$ cat config.mk
export PLATFORM = sky130hd
export DESIGN_NAME = ldcw_isqrt
export DESIGN_NICKNAME = d
export VERILOG_FILES = /design/src/hw/rtl/ldcw_pkg.sv /design/src/hw/rtl/ldcw_isqrt.sv
export SDC_FILE = /design/constraint.sdc
export NUM_CORES = 1
export LEC_CHECK = 0
export BUFFER_PORTS_ARGS = -buffer_cell sky130_fd_sc_hd__buf_4
export CELL_PAD_IN_SITES_DETAIL_PLACEMENT = 0
export CELL_PAD_IN_SITES_GLOBAL_PLACEMENT = 1
export CORE_UTILIZATION = 45
export DETAILED_ROUTE_END_ITERATION = 12
export PLACE_DENSITY = 0.7
export SLEW_MARGIN = 0
export SYNTH_ARGS = -nofsm -noshare
export SYNTH_HDL_FRONTEND = slang
export SYNTH_SLANG_ARGS = --single-unit
$ cat constraint.sdc
create_clock -name clk_i -period 4.2 [get_ports clk_i]
set_input_delay 0.42 -clock clk_i [delete_from_list [all_inputs] [get_ports clk_i]]
set_output_delay 0.42 -clock clk_i [all_outputs]
set_load 0.01 [all_outputs]
$ cat src/hw/rtl/ldcw_pkg.sv
package ldcw_pkg;

  localparam int unsigned COORD_W  = 24;
  localparam int unsigned WEIGHT_W = 16;
  localparam int unsigned REG_W    = 32;
  localparam int unsigned FORCE_W  = 48;
  localparam int unsigned PROB_W   = 16;

  // square root: 38-bit radicand, 19-bit root (distance in Q16.16, below 5.0)
  localparam int unsigned SQ_IN_W = 38;
  localparam int unsigned DIST_W  = 19;
  // clamped |z|, at most 16.0 in Q16.16
  localparam int unsigned ABS_W   = 21;
  localparam int unsigned T_W     = 21;
  localparam int unsigned SHIFT_W = 5;
  localparam int unsigned M_W     = 33;
  localparam int unsigned DEN_W   = 34;
  localparam int unsigned QUO_W   = 18;
  localparam int unsigned EXP_STEPS = 16;

  localparam logic [30:0] LOG2E_Q30 = 31'd1549082005;

  localparam int unsigned SQRT_LAT = DIST_W;
  // exponent product, exp steps, shift, divider, rounding
  localparam int unsigned LOGI_LAT = 1 + EXP_STEPS + 1 + QUO_W + 1;

  typedef struct packed {
    logic [COORD_W-1:0]  src_x;
    logic [COORD_W-1:0]  src_y;
    logic [COORD_W-1:0]  dst_x;
    logic [COORD_W-1:0]  dst_y;
    logic [WEIGHT_W-1:0] infect_weight;
    logic                row_last;
  } in_t;

  typedef struct packed {
    logic signed [FORCE_W-1:0] force_res;
    logic [PROB_W-1:0]         live_prob;
    logic [PROB_W-1:0]         carcass_prob;
    logic                      saturated;
    logic                      last;
  } out_t;

  typedef enum logic [2:0] {
    REG_LIVE_ICPT  = 3'd0,
    REG_LIVE_SLOPE = 3'd1,
    REG_CARC_ICPT  = 3'd2,
    REG_CARC_SLOPE = 3'd3,
    REG_LIVE_GAIN  = 3'd4,
    REG_CARC_GAIN  = 3'd5
  } cfg_reg_e;

  // c0 = 0.5, ck = sqrt(c(k-1)) in Q0.32, ~2^(-2^-k)
  function automatic logic [31:0] root_coef(input int k);
    logic [31:0] c;
    logic [63:0] n;
    logic [31:0] r;
    logic [31:0] cand;
    c = 32'h8000_0000;
    for (int j = 1; j <= k; j++) begin
      n = {c, 32'h0};
      r = '0;
      for (int b = 31; b >= 0; b--) begin
        cand = r | (32'd1 << b);
        if ({32'h0, cand} * {32'h0, cand} <= n) r = cand;
      end
      c = r;
    end
    return c;
  endfunction

endpackage

$ cat src/hw/rtl/ldcw_isqrt.sv
module ldcw_isqrt import ldcw_pkg::*; (
  input  logic               clk_i,
  input  logic               en_i,
  input  logic [SQ_IN_W-1:0] arg_i,
  output logic [DIST_W-1:0]  root_o
);

  localparam int unsigned REM_W = DIST_W + 3;

  logic [REM_W-1:0]   rem_q  [DIST_W];
  logic [DIST_W-1:0]  root_q [DIST_W];
  logic [SQ_IN_W-1:0] rest_q [DIST_W];

  // one root bit per stage, two radicand bits shifted in
  for (genvar j = 0; j < DIST_W; j++) begin : g_stage
    logic [REM_W-1:0]   rem_in;
    logic [DIST_W-1:0]  root_in;
    logic [SQ_IN_W-1:0] rest_in;
    logic [REM_W-1:0]   r2;
    logic [REM_W-1:0]   trial;
    logic               ge;

    if (j == 0) begin : g_first
      assign rem_in  = '0;
      assign root_in = '0;
      assign rest_in = arg_i;
    end else begin : g_next
      assign rem_in  = rem_q[j-1];
      assign root_in = root_q[j-1];
      assign rest_in = rest_q[j-1];
    end

    assign r2    = {rem_in[REM_W-3:0], rest_in[SQ_IN_W-1 -: 2]};
    assign trial = {1'b0, root_in, 2'b01};
    assign ge    = (r2 >= trial);

    always_ff @(posedge clk_i) begin
      if (en_i) begin
        rem_q[j]  <= ge ? (r2 - trial) : r2;
        root_q[j] <= {root_in[DIST_W-2:0], ge};
        rest_q[j] <= rest_in << 2;
      end
    end
  end

  assign root_o = root_q[DIST_W-1];

endmodule

==> results.txt <==
Setup repair after global routing left no endpoint under its margin. The clock transition at the registers of the reported paths is 0.06 ns, and the number of warnings issued by yosys is 0. The run finished with clean final reports. In the synthesized netlist the async set-or-reset flop fraction comes to 0%. The die covers 0.0903 sq mm. Kind of start point of the critical path: a flop.

The synthesized netlist devotes 9.48% of its cell area to simple gates. The share of the clock period used by the worst path after layout is 88.2%. For this run, the top clock speed supported by timing is 0.270 GHz. The TritonCTS sink count is 869. The type of the tightest min-delay check is input port to flop.

IR analysis of the VDD net gives a maximum drop of 0.345 mV. The via count of the first global-routing pass came out at 23,012. For the worst-skew pair, the clock arrives at the later sink with an insertion delay of 0.66 ns. The per-cell routed wire length came out at 16.2 um.

Once the clock tree was built, the setup fixing pass inserted 0 buffers. The detailed-route wire length was 71,900 um. The number of antenna violations at the first check in global routing is 0.

In this run the worst path has a maximum fanout of 16. Part of the total power dissipated in sequential elements: 50.2%. The die is 300 um wide. The tool flagged a number of max-cap violations equal to 0. Yosys instantiated no cell more often than edfxtp_1. The net count after synthesis was 3,293; the reg2reg setup slack was 0.50 ns. The synthesized instance count came out at 3,043. A synthesized cell averages 13.2 sq um. STA classifies the critical path endpoint as a flop.

Setup slack closes at 0.495 ns. The run gives 0 as the count of nets left with antenna violations after detail routing. Measured against the total synthesized area, the mux share comes to 1.54%.

From bottom edge to top edge, the die measures 300 um. The maximum clock insertion buffer count is 3. The main combinational cell family by area after synthesis was simple AND/OR/NAND/NOR gates. In this run, the number of DRC markers left after iteration 0 of detailed routing was 1,494. The primary flip-flop cell chosen by synthesis mapping was edfxtp_1. The ratio of cells with drive above 1 in the final layout was 7.71%. The total overflow left after global routing is 0.

The worst register-to-register path begins at rem_q[14][5]. The critical path arrival was 4.11 ns; the worst slew margin relative to its limit was 35.8%. The H-tree was split into 3 levels. The first-pass GRT wire length is 118,000 um, and the total clock buffers created by CTS is 92. The cell area that synthesis handed to floorplanning was 0.0401 sq mm. In this run the worst setup path begins at rem_q[14][5]. The synthesized design contains 869 register bits. At the end of routability-driven placement, the weighted congestion stood at 0.878. The first detailed-routing pass ran for 7 iterations. The final route contains 23,187 vias. Entering global routing, the biggest net connects 104 pins. The final period demand of the worst path came out at 3.70 ns. The post-route standard cell area excluding fillers is 0.0453 sq mm, and the via count normalized by instance count is 5.21.

The worst hold path begins at arg_i[36]. The internal power was 16,700 uW; the reported leakage power was 0.0174 uW. The run gives 0.0510 ns as the post-route clock skew. For the total DRC errors in the routed layout, the log shows 0. The area added between synthesis and finish works out to 12.9%. Summing the areas of all compound-gate instances in the mapped netlist gives 8.89% of the synthesized area. The area fraction of the dominant cell type after synthesis came out at 65.1%.

At the pin with the least slew margin, the transition time is 0.959 ns. Of the total synthesized cell area, the portion taken by XOR and XNOR cells is 5.51%. For the worst setup path, the data required time is 4.60 ns. The tools report the power spent charging and discharging nets as 6020 uW.

The fraction of the mapped netlist area in adder cells was 6.55%; the count of buffers from port buffering was 58. The leading area contributor after synthesis was edfxtp_1. The number of antenna diodes in the final layout is 0. The tools report the buffer cell driving the clock tree root as clkbuf_16. The logs give 0 for the setup violation total in the final timing report and 0 for the number of failing hold endpoints at the final stage. The boundary pin count came out at 59. For the final routed database, the setup TNS stands at 0 ns. At the placement stage, the worst setup path has a slack of 0.564 ns. Power spread over the standard cell area amounts to 501 mW/mm^2. Per report_power, the clock group accounts for 33.1% of the total. Ranked by instance count, the synthesized netlist is headed by edfxtp_1, inv_1, ha_1, nor2_1, nand2_1.

The critical setup path kind was flop to flop. The count of nets after finishing came out at 3,459. TritonCTS built the clock tree. The core region is 0.0884 sq mm. The switching share of total power works out to 26.5%. Of the synthesized area, sequential elements account for 65.1%.

Global routing consumed, over all layers together, 16.1% of the routing resources. By area the synthesized netlist is led by edfxtp_1, ha_1, xnor2_1, xor2_1, inv_1. The logs give 109 for the count of standard-cell rows and 51,000 um for the half-perimeter wire length after placement.

The count of pins over their slew limit was 0. The number of distinct library cells after synthesis was 79; the starting density of the core was 45.4%. Logic gate share of total power: 16.7%. Once placement finished, the instance area stood at 0.0421 sq mm. The number of synthesized flops with an enable pin works out to 869.
-- cells in the final DEF (no fill, tap or decap), types with 35 or more instances in the layout --
cell type,count
nand2b_1,38
a21oi_1,189
a21o_1,52
xnor2_1,136
nor3_1,77
inv_1,254
nand2_1,196
nor2_1,202
mux2_1,35
buf_4,78
ha_1,210
o21ai_1,87
nand3_1,48
nor4_1,36
edfxtp_1,869
o21ai_0,64
clkbuf_16,92
dlygate4sd3_1,37
xor2_1,116
o21a_1,45
-- critical path: stages (launching register included) --
cell and delay, ns:
edfxtp_1 0.39, ha_1 0.39, a21oi_1 0.21, o21ai_1 0.13, a2111oi_0 0.46, o211ai_1 0.26
a2111oi_0 0.61, and2_1 0.62, mux2_1 0.38
-- per-stage QoR --
stage | hold slack (ns) | total power [uW] | util, % | instances
final | 0.0521 | 22700 | 51.2 | 4447
after global routing | 0.0207 | 23900 | 51.2 | 4447
after CTS | 0.00430 | 23000 | 51.2 | 4447
after detailed placement | 0.405 | 15300 | 47.6 | 4243
after global placement | 0.401 | 15200 | 47.6 | 4243
after floorplan | 0.400 | 14100 | - | 3043
-- power groups by stage --
stage          Sequential (uW)  Clock (uW)  Combinational (uW)
2_1_floorplan            11300           0                2800
3_3_place_gp             11600           0                3660
3_5_place_dp             11600           0                3730
4_1_cts                  11400        7780                3790
5_1_grt                  11500        8120                4260
6_report                 11400        7520                3780
-- cell families (layout without fill, tap and decap cells) --
kind of cell | after synthesis | after routing
flip-flops | 869 | 869
XOR/XNOR | 252 | 252
other | 1 | 1
multiplexers | 55 | 55
adder cells (fa/ha/maj) | 210 | 210
AO/OA/AOI/OAI | 577 | 577
AND/OR/NAND/NOR | 770 | 770
buffers and inverters | 309 | 548
-- state kept, by name, indices dropped and copies added, names as in the netlist --
name,cells
rem_q,337
rest_q,342
root_q,190
-- metal layers --
metal / share of wire, % / track usage [%] / vias to the layer above
li1: - / - / 11579
met1: 46 / 21.8 / 11100
met2: 47 / 26.3 / 392
met3: 4.1 / 2.59 / 116
met4: 2.4 / 5.31 / 0
met5: 0 / 0 / -
-- path summary, 6_finish.rpt --
check              endpoint  cells after the start
min reg2reg  rest_q[12][35]                      0
max reg2reg    rem_q[15][4]                      8
min            root_q[0][0]                      2
max            rem_q[15][4]                      8
-- area by class of cell --
type	instances	area [sq um]
multi-input cells	1865	12800
clock buffers	115	2390
fillers	7566	43100
inverters	257	965
clock inverters	52	413
well taps	1165	1460
flip-flops and latches	869	26100
repair buffers	124	1130
-- what timing repair did --
| item | CTS | global route |
|---|---|---|
| setup endpoints to repair | 0 | 0 |
| hold endpoints to repair | 37 | 0 |
| gates resized for setup | 0 | 0 |
| hold buffers | 37 | 0 |
Power figures use the tool's default switching activity.
